File: src/rtl/core/cube_map_face_cell_select_core_macros.svh
// Assertion helpers for the cube map face select core.
`ifndef CUBE_MAP_FACE_CELL_SELECT_CORE_MACROS_SVH
`define CUBE_MAP_FACE_CELL_SELECT_CORE_MACROS_SVH

// Same-cycle implication, checked outside reset.
`define CMFCS_ASSERT_NOW(label, ante, cons, msg) \
    label: assert property (@(posedge clk) disable iff (!rst_n) (ante) |-> (cons)) \
        else $error(msg);

// Next-cycle implication, checked outside reset.
`define CMFCS_ASSERT_NEXT(label, ante, cons, msg) \
    label: assert property (@(posedge clk) disable iff (!rst_n) (ante) |=> (cons)) \
        else $error(msg);

`endif

File: src/rtl/core/cmfcs_pkg.sv
`default_nettype none
package cmfcs_pkg;

    localparam int COORD_BITS     = 16;
    localparam int MAX_RESOLUTION = 4096;
    localparam int RES_BITS       = 13;
    localparam int CELL_BITS      = 12;
    localparam int MAG_BITS       = 16;
    localparam int QUO_BITS       = COORD_BITS + 1;
    localparam int DIV_CELLS      = QUO_BITS;
    localparam int ADDR_BITS      = 3;

    localparam logic [ADDR_BITS-1:0] ADDR_FACE_RES = 3'd0;
    localparam logic [RES_BITS-1:0]  RES_RESET     = 13'd256;

    localparam logic [2:0] FACE_POS_Z = 3'd0;
    localparam logic [2:0] FACE_NEG_Z = 3'd1;
    localparam logic [2:0] FACE_POS_X = 3'd2;
    localparam logic [2:0] FACE_NEG_X = 3'd3;
    localparam logic [2:0] FACE_POS_Y = 3'd4;
    localparam logic [2:0] FACE_NEG_Y = 3'd5;

    localparam logic [COORD_BITS-1:0] COORD_CENTER = 16'h8000;
    localparam logic [COORD_BITS-1:0] COORD_MAX    = 16'hFFFF;

    // One word in flight through the divider chain.
    typedef struct packed {
        logic                  valid;
        logic [2:0]            face;
        logic                  zero;
        logic [MAG_BITS-1:0]   m;
        logic [MAG_BITS-1:0]   ru;
        logic [MAG_BITS-1:0]   rv;
        logic [1:0]            fu;
        logic [1:0]            fv;
        logic [QUO_BITS-1:0]   qu;
        logic [QUO_BITS-1:0]   qv;
    } div_word_t;

endpackage
`default_nettype wire

File: src/rtl/core/cmfcs_if.sv
`default_nettype none
interface cmfcs_req_if;
    logic               valid;
    logic               ready;
    logic signed [15:0] dir_x;
    logic signed [15:0] dir_y;
    logic signed [15:0] dir_z;
    modport source (output valid, dir_x, dir_y, dir_z, input ready);
    modport sink   (input valid, dir_x, dir_y, dir_z, output ready);
endinterface

interface cmfcs_rsp_if;
    logic        valid;
    logic        ready;
    logic [2:0]  face;
    logic [15:0] u_coord;
    logic [15:0] v_coord;
    logic [11:0] cell_col;
    logic [11:0] cell_row;
    logic        zero_vector;
    modport source (output valid, face, u_coord, v_coord, cell_col, cell_row, zero_vector,
                    input ready);
    modport sink   (input valid, face, u_coord, v_coord, cell_col, cell_row, zero_vector,
                    output ready);
endinterface
`default_nettype wire

File: src/rtl/core/cmfcs_front.sv
`default_nettype none
module cmfcs_front (
    input  wire logic               clk,
    input  wire logic               rst_n,
    input  wire logic               en,
    input  wire logic               valid,
    input  wire logic signed [15:0] dir_x,
    input  wire logic signed [15:0] dir_y,
    input  wire logic signed [15:0] dir_z,
    output cmfcs_pkg::div_word_t    word
);

    logic signed [16:0] x, y, z;
    logic [16:0]        ax, ay, az, m;
    logic [2:0]         face;
    logic signed [16:0] cx, cy;
    logic signed [18:0] nu, nv;
    cmfcs_pkg::div_word_t word_reg, word_next;

    always_comb
    begin
        x  = 17'(dir_x);
        y  = 17'(dir_y);
        z  = 17'(dir_z);
        ax = x[16] ? 17'(-x) : 17'(x);
        ay = y[16] ? 17'(-y) : 17'(y);
        az = z[16] ? 17'(-z) : 17'(z);
        // Ties go to z, then x.
        m    = az;
        face = z[16] ? cmfcs_pkg::FACE_NEG_Z : cmfcs_pkg::FACE_POS_Z;
        if (ax > m)
        begin
            m    = ax;
            face = x[16] ? cmfcs_pkg::FACE_NEG_X : cmfcs_pkg::FACE_POS_X;
        end
        if (ay > m)
        begin
            m    = ay;
            face = y[16] ? cmfcs_pkg::FACE_NEG_Y : cmfcs_pkg::FACE_POS_Y;
        end
        case (face)
            cmfcs_pkg::FACE_POS_Z: begin cx = x;             cy = y;             end
            cmfcs_pkg::FACE_NEG_Z: begin cx = 17'(-x);       cy = y;             end
            cmfcs_pkg::FACE_POS_X: begin cx = 17'(-z);       cy = y;             end
            cmfcs_pkg::FACE_NEG_X: begin cx = z;             cy = y;             end
            cmfcs_pkg::FACE_POS_Y: begin cx = x;             cy = 17'(-z);       end
            default:               begin cx = x;             cy = z;             end
        endcase
        nu = 19'($signed({2'b00, m})) + 19'(cx);
        nv = 19'($signed({2'b00, m})) - 19'(cy);

        word_next.valid = valid;
        word_next.face  = (m == 17'd0) ? cmfcs_pkg::FACE_POS_Z : face;
        word_next.zero  = (m == 17'd0);
        word_next.m     = m[15:0] | {m[16], 15'd0};
        // The numerators lie in [0, 2m]; the first remainder is n/4, below m.
        word_next.ru    = {1'b0, nu[16:2]};
        word_next.rv    = {1'b0, nv[16:2]};
        word_next.fu    = nu[1:0];
        word_next.fv    = nv[1:0];
        word_next.qu    = '0;
        word_next.qv    = '0;
    end

    always_ff @(posedge clk or negedge rst_n)
    begin
        if (!rst_n)
        begin
            word_reg <= '0;
        end
        else if (en)
        begin
            word_reg <= word_next;
        end
    end

    assign word = word_reg;

endmodule
`default_nettype wire

File: src/rtl/core/cmfcs_div_cell.sv
`default_nettype none
module cmfcs_div_cell (
    input  wire logic                 clk,
    input  wire logic                 rst_n,
    input  wire logic                 en,
    input  wire cmfcs_pkg::div_word_t d,
    output cmfcs_pkg::div_word_t      q
);

    logic [16:0] tu, tv;
    logic        bu, bv;
    cmfcs_pkg::div_word_t word_reg, word_next;

    // One restoring division step for u and v against the shared divisor.
    always_comb
    begin
        tu = {d.ru, d.fu[1]};
        tv = {d.rv, d.fv[1]};
        bu = (tu >= {1'b0, d.m});
        bv = (tv >= {1'b0, d.m});
        word_next    = d;
        word_next.ru = bu ? 16'(tu - {1'b0, d.m}) : tu[15:0];
        word_next.rv = bv ? 16'(tv - {1'b0, d.m}) : tv[15:0];
        word_next.fu = {d.fu[0], 1'b0};
        word_next.fv = {d.fv[0], 1'b0};
        word_next.qu = {d.qu[cmfcs_pkg::QUO_BITS-2:0], bu};
        word_next.qv = {d.qv[cmfcs_pkg::QUO_BITS-2:0], bv};
    end

    always_ff @(posedge clk or negedge rst_n)
    begin
        if (!rst_n)
        begin
            word_reg <= '0;
        end
        else if (en)
        begin
            word_reg <= word_next;
        end
    end

    assign q = word_reg;

endmodule
`default_nettype wire

File: src/rtl/core/cmfcs_back.sv
`default_nettype none
module cmfcs_back (
    input  wire logic                 clk,
    input  wire logic                 rst_n,
    input  wire logic                 en,
    input  wire cmfcs_pkg::div_word_t d,
    input  wire logic [12:0]          res,
    output logic                      valid,
    output logic [2:0]                face,
    output logic [15:0]               u_coord,
    output logic [15:0]               v_coord,
    output logic [11:0]               cell_col,
    output logic [11:0]               cell_row,
    output logic                      zero_vector
);

    logic [15:0] u_next, v_next;
    logic [28:0] pu, pv;
    logic [12:0] cu, cv, lim;
    logic [11:0] col_next, row_next;
    logic        valid_reg;
    logic [2:0]  face_reg;
    logic [15:0] u_reg, v_reg;
    logic [11:0] col_reg, row_reg;
    logic        zero_reg;

    always_comb
    begin
        if (d.zero)
        begin
            u_next = cmfcs_pkg::COORD_CENTER;
            v_next = cmfcs_pkg::COORD_CENTER;
        end
        else
        begin
            u_next = d.qu[16] ? cmfcs_pkg::COORD_MAX : d.qu[15:0];
            v_next = d.qv[16] ? cmfcs_pkg::COORD_MAX : d.qv[15:0];
        end
        pu  = 29'(u_next) * 29'(res);
        pv  = 29'(v_next) * 29'(res);
        cu  = pu[28:16];
        cv  = pv[28:16];
        lim = 13'(res - 13'd1);
        col_next = (cu > lim) ? lim[11:0] : cu[11:0];
        row_next = (cv > lim) ? lim[11:0] : cv[11:0];
    end

    always_ff @(posedge clk or negedge rst_n)
    begin
        if (!rst_n)
        begin
            valid_reg <= 1'b0;
        end
        else if (en)
        begin
            valid_reg <= d.valid;
        end
    end

    always_ff @(posedge clk)
    begin
        if (en)
        begin
            face_reg <= d.face;
            zero_reg <= d.zero;
            u_reg    <= u_next;
            v_reg    <= v_next;
            col_reg  <= col_next;
            row_reg  <= row_next;
        end
    end

    assign valid       = valid_reg;
    assign face        = face_reg;
    assign u_coord     = u_reg;
    assign v_coord     = v_reg;
    assign cell_col    = col_reg;
    assign cell_row    = row_reg;
    assign zero_vector = zero_reg;

endmodule
`default_nettype wire

File: src/rtl/core/cube_map_face_cell_select_core.sv
`default_nettype none
`include "cube_map_face_cell_select_core_macros.svh"
// Cube map face and cell select. A new direction word can follow every cycle while the result
// side does not stall. The pipeline is a face-select register, then 17 identical divider
// cells that each resolve one quotient bit of u and v against the major magnitude, then a
// final register that saturates the coordinates and scales them by the face resolution.
// A stall on the result side freezes the whole pipeline, so the input is ready whenever the
// output register is empty or being taken.
// face_resolution lives at byte address 0 and should be written only while the block is idle.
module cube_map_face_cell_select_core (
    input  wire logic        clk,
    input  wire logic        rst_n,
    cmfcs_req_if.sink        req,
    cmfcs_rsp_if.source      rsp,
    input  wire logic        psel,
    input  wire logic        penable,
    input  wire logic        pwrite,
    input  wire logic [2:0]  paddr,
    input  wire logic [31:0] pwdata,
    output logic [31:0]      prdata,
    output logic             pready
);

    logic        en;
    logic [12:0] res_reg, res_eff;
    cmfcs_pkg::div_word_t chain [0:cmfcs_pkg::DIV_CELLS];

    assign pready = 1'b1;
    assign prdata = (paddr == cmfcs_pkg::ADDR_FACE_RES) ? {19'd0, res_reg} : 32'd0;

    always_ff @(posedge clk or negedge rst_n)
    begin
        if (!rst_n)
        begin
            res_reg <= cmfcs_pkg::RES_RESET;
        end
        else if (psel && penable && pwrite && pready && paddr == cmfcs_pkg::ADDR_FACE_RES)
        begin
            res_reg <= pwdata[12:0];
        end
    end

    // Zero counts as one cell; anything above the maximum is held there.
    always_comb
    begin
        if (res_reg == 13'd0)
            res_eff = 13'd1;
        else if (res_reg > 13'(cmfcs_pkg::MAX_RESOLUTION))
            res_eff = 13'(cmfcs_pkg::MAX_RESOLUTION);
        else
            res_eff = res_reg;
    end

    assign en        = !rsp.valid || rsp.ready;
    assign req.ready = en;

    cmfcs_front u_front (
        .clk   (clk),
        .rst_n (rst_n),
        .en    (en),
        .valid (req.valid),
        .dir_x (req.dir_x),
        .dir_y (req.dir_y),
        .dir_z (req.dir_z),
        .word  (chain[0])
    );

    for (genvar i = 0; i < cmfcs_pkg::DIV_CELLS; i++)
    begin : g_cell
        cmfcs_div_cell u_cell (
            .clk   (clk),
            .rst_n (rst_n),
            .en    (en),
            .d     (chain[i]),
            .q     (chain[i+1])
        );
    end

    cmfcs_back u_back (
        .clk         (clk),
        .rst_n       (rst_n),
        .en          (en),
        .d           (chain[cmfcs_pkg::DIV_CELLS]),
        .res         (res_eff),
        .valid       (rsp.valid),
        .face        (rsp.face),
        .u_coord     (rsp.u_coord),
        .v_coord     (rsp.v_coord),
        .cell_col    (rsp.cell_col),
        .cell_row    (rsp.cell_row),
        .zero_vector (rsp.zero_vector)
    );

    `CMFCS_ASSERT_NOW(a_face_range, rsp.valid,
        rsp.face <= cmfcs_pkg::FACE_NEG_Y, "face out of range")
    `CMFCS_ASSERT_NOW(a_zero_center, rsp.valid && rsp.zero_vector,
        rsp.face == cmfcs_pkg::FACE_POS_Z && rsp.u_coord == cmfcs_pkg::COORD_CENTER
        && rsp.v_coord == cmfcs_pkg::COORD_CENTER, "zero vector not centered")
    `CMFCS_ASSERT_NOW(a_stall_blocks, rsp.valid && !rsp.ready,
        !req.ready, "input taken during output stall")
    `CMFCS_ASSERT_NOW(a_cell_limit, rsp.valid,
        rsp.cell_col < res_eff && rsp.cell_row < res_eff, "cell beyond resolution")

endmodule
`default_nettype wire

File: src/flat_wrapper.sv
// flat-port wrapper written by rule: the top's interface ports become plain ports
module cube_map_face_cell_select_core_flat 
  (clk, rst_n, psel, penable, pwrite, paddr, pwdata, prdata, pready, req_valid, req_dir_x, req_dir_y, req_dir_z, req_ready, rsp_valid, rsp_face, rsp_u_coord, rsp_v_coord, rsp_cell_col, rsp_cell_row, rsp_zero_vector, rsp_ready);
  cmfcs_req_if req_i ();
  cmfcs_rsp_if rsp_i ();
  input  wire logic clk;
  input  wire logic rst_n;
  input  wire logic psel;
  input  wire logic penable;
  input  wire logic pwrite;
  input  wire logic [2:0] paddr;
  input  wire logic [31:0] pwdata;
  output logic [31:0] prdata;
  output logic pready;
  input wire logic [$bits(req_i.valid)-1:0] req_valid;
  input wire logic [$bits(req_i.dir_x)-1:0] req_dir_x;
  input wire logic [$bits(req_i.dir_y)-1:0] req_dir_y;
  input wire logic [$bits(req_i.dir_z)-1:0] req_dir_z;
  output wire logic [$bits(req_i.ready)-1:0] req_ready;
  output wire logic [$bits(rsp_i.valid)-1:0] rsp_valid;
  output wire logic [$bits(rsp_i.face)-1:0] rsp_face;
  output wire logic [$bits(rsp_i.u_coord)-1:0] rsp_u_coord;
  output wire logic [$bits(rsp_i.v_coord)-1:0] rsp_v_coord;
  output wire logic [$bits(rsp_i.cell_col)-1:0] rsp_cell_col;
  output wire logic [$bits(rsp_i.cell_row)-1:0] rsp_cell_row;
  output wire logic [$bits(rsp_i.zero_vector)-1:0] rsp_zero_vector;
  input wire logic [$bits(rsp_i.ready)-1:0] rsp_ready;
  assign req_i.valid = req_valid;
  assign req_i.dir_x = req_dir_x;
  assign req_i.dir_y = req_dir_y;
  assign req_i.dir_z = req_dir_z;
  assign req_ready = req_i.ready;
  assign rsp_valid = rsp_i.valid;
  assign rsp_face = rsp_i.face;
  assign rsp_u_coord = rsp_i.u_coord;
  assign rsp_v_coord = rsp_i.v_coord;
  assign rsp_cell_col = rsp_i.cell_col;
  assign rsp_cell_row = rsp_i.cell_row;
  assign rsp_zero_vector = rsp_i.zero_vector;
  assign rsp_i.ready = rsp_ready;
  cube_map_face_cell_select_core u_core (.clk(clk), .rst_n(rst_n), .req(req_i), .rsp(rsp_i), .psel(psel), .penable(penable), .pwrite(pwrite), .paddr(paddr), .pwdata(pwdata), .prdata(prdata), .pready(pready));
endmodule
File: config.mk
export PLATFORM = sky130hd
export DESIGN_NAME = cube_map_face_cell_select_core_flat
export DESIGN_NICKNAME = d
export VERILOG_FILES = /design/src/rtl/core/cmfcs_pkg.sv /design/src/rtl/core/cmfcs_if.sv /design/src/rtl/core/cmfcs_front.sv /design/src/rtl/core/cmfcs_div_cell.sv /design/src/rtl/core/cmfcs_back.sv /design/src/rtl/core/cube_map_face_cell_select_core.sv /design/src/flat_wrapper.sv
export VERILOG_INCLUDE_DIRS = /design/src /design/src/rtl/core
export SDC_FILE = /design/constraint.sdc
export NUM_CORES = 2
export LEC_CHECK = 0
export BUFFER_PORTS_ARGS = -buffer_cell sky130_fd_sc_hd__clkbuf_2
export CAP_MARGIN = 10
export CORE_UTILIZATION = 50
export CTS_CLUSTER_SIZE = 14
export DETAILED_ROUTE_END_ITERATION = 7
export PLACE_DENSITY_LB_ADDON = 0.05
export SYNTH_ARGS = -nofsm -noshare
export SYNTH_HDL_FRONTEND = slang
export SYNTH_SLANG_ARGS = --single-unit
File: constraint.sdc
create_clock -name clk -period 20.2 [get_ports clk]
set_input_delay 1.01 -clock clk [delete_from_list [all_inputs] [get_ports clk]]
set_output_delay 1.01 -clock clk [all_outputs]
set_load 0.01 [all_outputs]
Yosys cells after proc, flatten, opt, wreduce, memory -nomap -nowiden
Index checks and enable logic that the tools add are counted.
{ "word_totals": {"regBits": 1290, "inputBits": 90, "output_inout_bits": 95, "wordCells": 299} }
{ "op_classes": {"add_sub_neg": 38, "n_mul": 2, "order_cmp": 39, "n_eq_ne": 4, "mux": 54, "bitwise": 1, "reduce_logical": 10} }
{ "ops": {"columns": ["op", "count"], "rows": [
  ["2-to-1 mux 16 bit", 36],
  ["greater-or-equal comparator 17 x 16 -> 1 bit", 32],
  ["subtractor 16 bit", 32],
  ["2-to-1 mux 17 bit", 5],
  ["multiplier 16 x 13 -> 29 bit", 2],
  ["negator 16 -> 17 bit", 3],
  ["case mux 17 bit (3 select lines)", 1],
  ["2-to-1 mux 13 bit", 3],
  ["> comparator 17 bit", 2],
  ["case mux 17 bit (2 select lines)", 1],
  ["greater-or-equal comparator 16 bit", 2],
  ["> comparator 13 bit", 2],
  ["2-to-1 mux 12 bit", 2],
  ["adder 17 bit", 1],
  ["logical NOT 17 bit", 1],
  ["subtractor 17 bit", 1],
  ["OR 16 bit", 1],
  ["> comparator 13 bit (second input constant)", 1],
  ["logical NOT 13 bit", 1],
  ["subtractor 13 x 1 -> 13 bit (second input constant)", 1],
  ["equality test 3 x 2 -> 1 bit (second input constant)", 2],
  ["logical NOT 3 bit", 2],
  ["2-to-1 mux 3 bit", 2],
  ["OR reduction 4 bit", 1],
  ["other kinds (7)", 11]
]} }

Logic depth before layout (Yosys ltp)
{ "logic_depth": {"word_depth": 10, "mapped_depth": 42, "mapped_depth_nobuf": 38} }

Modules after synthesis
From an unflattened synthesis, not the netlist that was laid out.
{ "unflattened": {"hier_cells": 11540, "hier_area_um2": 114250.8} }
{ "by_module_without_submodules": {"columns": ["module", "n_inst", "cells_per_inst", "area_per_inst_um2", "seq_area_each_um2"], "rows": [
  ["cmfcs_div_cell at u_core.g_cell[11].u_cell ...", 13, 503, 5246.3, 2227.1],
  ["cmfcs_back", 1, 1878, 16484.6, 1826.8],
  ["cmfcs_div_cell at u_core.g_cell[0].u_cell ...", 2, 532, 5331.4, 2227.1],
  ["cmfcs_front", 1, 907, 7075.5, 1376.3],
  ["cmfcs_div_cell at u_core.g_cell[9].u_cell", 1, 547, 5520.3, 2227.1],
  ["cmfcs_div_cell at u_core.g_cell[8].u_cell", 1, 520, 5388.9, 2227.1],
  ["cube_map_face_cell_select_core", 1, 85, 917.1, 326.6]
]} }

Least setup slack after synthesis
Ideal clock, no wire load.
{ "synth_timing": {"kind": "in2reg", "startpoint": "input req_dir_x[5]", "endpoint": "register u_core.u_front.word_reg (netlist bit u_core.u_front.word[67])", "setup_ps": 135, "arrival_time_ps": 8778, "t_required_ps": 20065, "slack_ps": 11287, "stages": 35, "path_buffers": 4, "cell_sequence": "nor4_2 > nand3_1 > or4_1 > and2_1 > xor2_1 > ha_1 > a21oi_1 > o21ai_0 > nor4_1 > or2_2 > buf_4 > clkbuf_1 > o21ai_0 > ha_1 > and3_1 > nand3_1 > o211ai_1 > a31oi_1 > nor2_1 > buf_4 > clkbuf_1 > nor2_1 > a21oi_1 > inv_1 > ha_1 > a21o_1 > a21oi_1 > o21a_1 > nor3_1 > a41o_1 > o41ai_1 > o311ai_0 > a21oi_1 > xor2_1 > o21ai_0"} }
{ "synth_between": {"elab_cells_between_ends": 13, "classes_between": "2 x add/sub; 2 x order compare; 3 x eq/ne; 6 x mux"} }
{ "synth_rtl": {"columns": ["element", "line", "text"], "rows": [
  ["from (decl)", "flat_wrapper.sv:16", "input wire logic [$bits(req_i.dir_x)-1:0] req_dir_x;"],
  ["negator 16 -> 17 bit", "cmfcs_front.sv:25", "ax = x[16] ? 17'(-x) : 17'(x);"],
  ["2-to-1 mux 17 bit (*)", "cmfcs_front.sv:25", null],
  ["> comparator 17 bit", "cmfcs_front.sv:31", "if (ax > m)"],
  ["2-to-1 mux 17 bit (*)", "cmfcs_front.sv:31", null],
  ["> comparator 17 bit", "cmfcs_front.sv:36", "if (ay > m)"],
  ["2-to-1 mux 17 bit (*)", "cmfcs_front.sv:36", null],
  ["via u_core.u_front.m[1]", "cmfcs_front.sv:14", "logic [16:0] ax, ay, az, m;"],
  ["adder 17 bit (*)", "cmfcs_front.sv:49", "nu = 19'($signed({2'b00, m})) + 19'(cx);"],
  ["to (signal assigned)", "cmfcs_front.sv:73", "word_reg <= word_next;"],
  ["to (decl)", "cmfcs_front.sv:18", "cmfcs_pkg::div_word_t word_reg, word_next;"]
]} }
The timed path passes the listed nets; every way through them passes the cells marked *.
A chain may end at the register's enable or synchronous reset.

Worst setup path after layout
{ "layout_timing": {"startpoint": "input req_dir_z[0]", "endpoint": "register u_core.u_front.word_reg (netlist bit u_core.u_front.word[51])"} }
{ "layout_between": {"elab_chain_len": 10, "elab_cells_between_ends": 16, "classes_between": "2 x add/sub; 2 x order compare; 4 x eq/ne; 6 x mux; 2 x reduce/logical"} }
{ "layout_lines": {"columns": ["element", "line", "text"], "rows": [
  ["from (decl)", "flat_wrapper.sv:18", "input wire logic [$bits(req_i.dir_z)-1:0] req_dir_z;"],
  ["negator 16 -> 17 bit", "cmfcs_front.sv:27, cmfcs_front.sv:46", null],
  ["2-to-1 mux 17 bit", "cmfcs_front.sv:27", "az = z[16] ? 17'(-z) : 17'(z);"],
  ["> comparator 17 bit", "cmfcs_front.sv:31", null],
  ["2-to-1 mux 17 bit", "cmfcs_front.sv:31", null],
  ["> comparator 17 bit", "cmfcs_front.sv:36", null],
  ["2-to-1 mux 3 bit", "cmfcs_front.sv:36", null],
  ["equality test 3 x 2 -> 1 bit, or another cell as far along", "cmfcs_front.sv:41", "case (face)"],
  ["OR reduction 4 bit (no line)", null, null],
  ["case mux 17 bit (2 select lines)", "cmfcs_front.sv:41", null],
  ["subtractor 17 bit (*)", "cmfcs_front.sv:50", "nv = 19'($signed({2'b00, m})) - 19'(cy);"]
]} }
Mark *: on every way between the ends. The rest lies on a longest branch, timed or not.

==> flow_summary.ini <==
[routing]
dr_total_vias = 74600
drt_pass1_iterations = 6
drt_iter0_drc = 5413
avgViaCountPerCell = 5.61
ant_nets = 0
wl_per_cell_um = 19.3
drc = 0
wirelength_um = 257000

[global_route]
grt_pass1_wl_um = 410000
grt_max_degree = 224
track_usage = 0.277
grt_antenna_before_repair = 4
grt_pass1_vias = 72200
grt-ovfl-total = 0

[logic_synthesis]
yosysUniqueCellTypes = 90
netlist_instances = 10800
synthTopCellsByCount = nand2_1, dfrtp_1, nor2_1
synth.top_cell.area_share = 0.332
syn_avg_cell_area_um2 = 8.59
ys.flop_type = dfrtp_1
yosysSeqAreaShare = 0.352
synth_most_common_cell = nand2_1
yosysWarnings = 0
ys_top_cells_by_area = dfrtp_1, ha_1, nand2_1, fa_1, a21oi_1
synth_top_area_cell = dfrtp_1
synth-edff-count = 60
syn-cell-area_um2 = 92500
ys_ff_latch = 1290
synthArstFlopShare = 0.953

[layout]
nNetsFinal = 11900
n_fill_cell = 17300
final-instance-count-excl-fill = 13300
area_growth_pct = 8.64
final_area_um2 = 100000
largest_register_ffs = 1161
drive_above_1_share = 0.0640

[sta]
hold_slack_ns = 0.145
min_period_ns = 10.73
slew_violations = 0
worst_pin_slew_ns = 1.21
min_period_over_period = 0.531
fin_setup_tns_ns = 0
hold_violations = 0
relSlewSlack = 0.192
setup_viol = 0
skew_ns = 0.0355
fmax_mhz = 93.2
rsz0062_at_grt = no

[critical_path]
cp_slowest_cell = or2_2
cp-end-kind = register
cpPeakStageDelay_ns = 0.76
crit_required_ns = 20.85
crit_top_cell = o21ai_0
crit_arrival_ns = 11.39
crit_fanout = 41
crit_type = input port to register
startpoint_type = input port

[flow_run]
drv_cap = 0

[floorplan]
ioPinCount = 185
die_w_um = 432
die_y_um = 432
coreArea_um2 = 183000
die_area_um2 = 187000
rows = 157
initial_core_util = 0.504

[clocking]
ctsLongestPathBuffers = 3
clkSlewWorstSetupHoldPaths_ns = 0.06
clkSinkCount = 1290
insertion_delay_ns = 0.81
ctsHoldBuffers = 0
post_cts_buffers = 0
cts_tree = built
cts_buffers = 152
htree_num_levels = 4
clockRootBuffer = clkbuf_16
cts-resized-gates = 0

[placement]
place_area_um2 = 95400
portBuffers = 145
hpwl_um = 194000
dp.cells = 13000
gp_congestion = 0.907

[status]
status = finished, final reports clean

[worst_hold_path]
hold_path.class = input port to async pin
-- logic make-up after synthesis --
logic type,count (synthesis),share of synthesized area
compound gates,2090,0.134
xor+xnor,499,0.0472
fa+ha+maj,1122,0.179
buf+inv,1222,0.0509
flops,1290,0.352
mux,381,0.0420
other cells,2,0.0000812
simple gates,4166,0.194
-- critical path: cells and delay by family --
family                   cells  cell delay, ns
buffers and inverters        4            0.85
AND/OR/NAND/NOR             11            3.68
adder cells (fa/ha/maj)      4            1.16
AO/OA/AOI/OAI               13            3.64
XOR/XNOR                     2            0.43
multiplexers                 1            0.59
-- cell usage in the layout (no fill, tap or decap), drive strengths merged, types with 27 or more instances in the layout --
| cell type | instances |
|---|---|
| mux2 | 58 |
| nand3 | 198 |
| dfrtp | 1229 |
| or3 | 117 |
| inv | 747 |
| mux2i | 323 |
| xnor2 | 359 |
| nor2b | 124 |
| o21ai | 563 |
| o21a | 75 |
| nor2 | 1023 |
| ha | 782 |
| clkinv | 40 |
| a211o | 28 |
| a21o | 130 |
| nand4 | 127 |
| buf | 104 |
| clkbuf | 359 |
| nand2 | 2045 |
| a31o | 66 |
| a21oi | 875 |
| nor4 | 40 |
| nor3 | 236 |
| a31oi | 77 |
| nand2b | 120 |
| and2 | 37 |
| o211ai | 27 |
| and3 | 50 |
| xor2 | 140 |
| fa | 340 |
| edfxtp | 60 |
-- layout make-up --
cell class,instances,area [um^2],area share
antenna,1,2.50,0.0000249
multi-input combinational,8279,55400,0.551
tap,2464,3080,0.0307
clock buffer,214,4420,0.0440
clock inverter,55,644,0.00641
sequential,1290,32600,0.324
timing repair buffer,249,1590,0.0158
inverter,744,2800,0.0279
-- through the flow --
step,util,setup WS (ns)
after global routing,0.548,8.87
final,0.548,9.47
after CTS,0.548,9.55
after global placement,0.520,8.83
after detailed placement,0.520,8.76
after floorplan,-,11.29
-- layer usage --
layer	track usage	part of all wire
met1	0.406	0.48
met2	0.431	0.45
met3	0.0315	0.042
met4	0.0758	0.026
met5	0	0.00011
-- worst paths after layout --
| check | startpoint | endpoint | slack [ns] | cells after the start |
|---|---|---|---|---|
| max | req_dir_z[0] | u_core.u_front.word[51] | 9.47 | 35 |
| min | rst_n | u_core.g_cell[10].u_cell.q[21] | 0.15 | 1 |
| max reg2reg | u_core.res_reg[12] | u_core.u_back.cell_col[11] | 10.59 | 30 |
| min reg2reg | u_core.g_cell[16].u_cell.q[89] | u_core.u_back.face[2] | 0.45 | 0 |
| max in group asynchronous | rst_n | u_core.res_reg[12] | 15.43 | 6 |
| min in group clk | req_valid | u_core.u_front.word[90] | 0.42 | 3 |
Power is not shown: default switching activity piles up to over one toggle a cycle in this logic, so the estimate is an artifact.
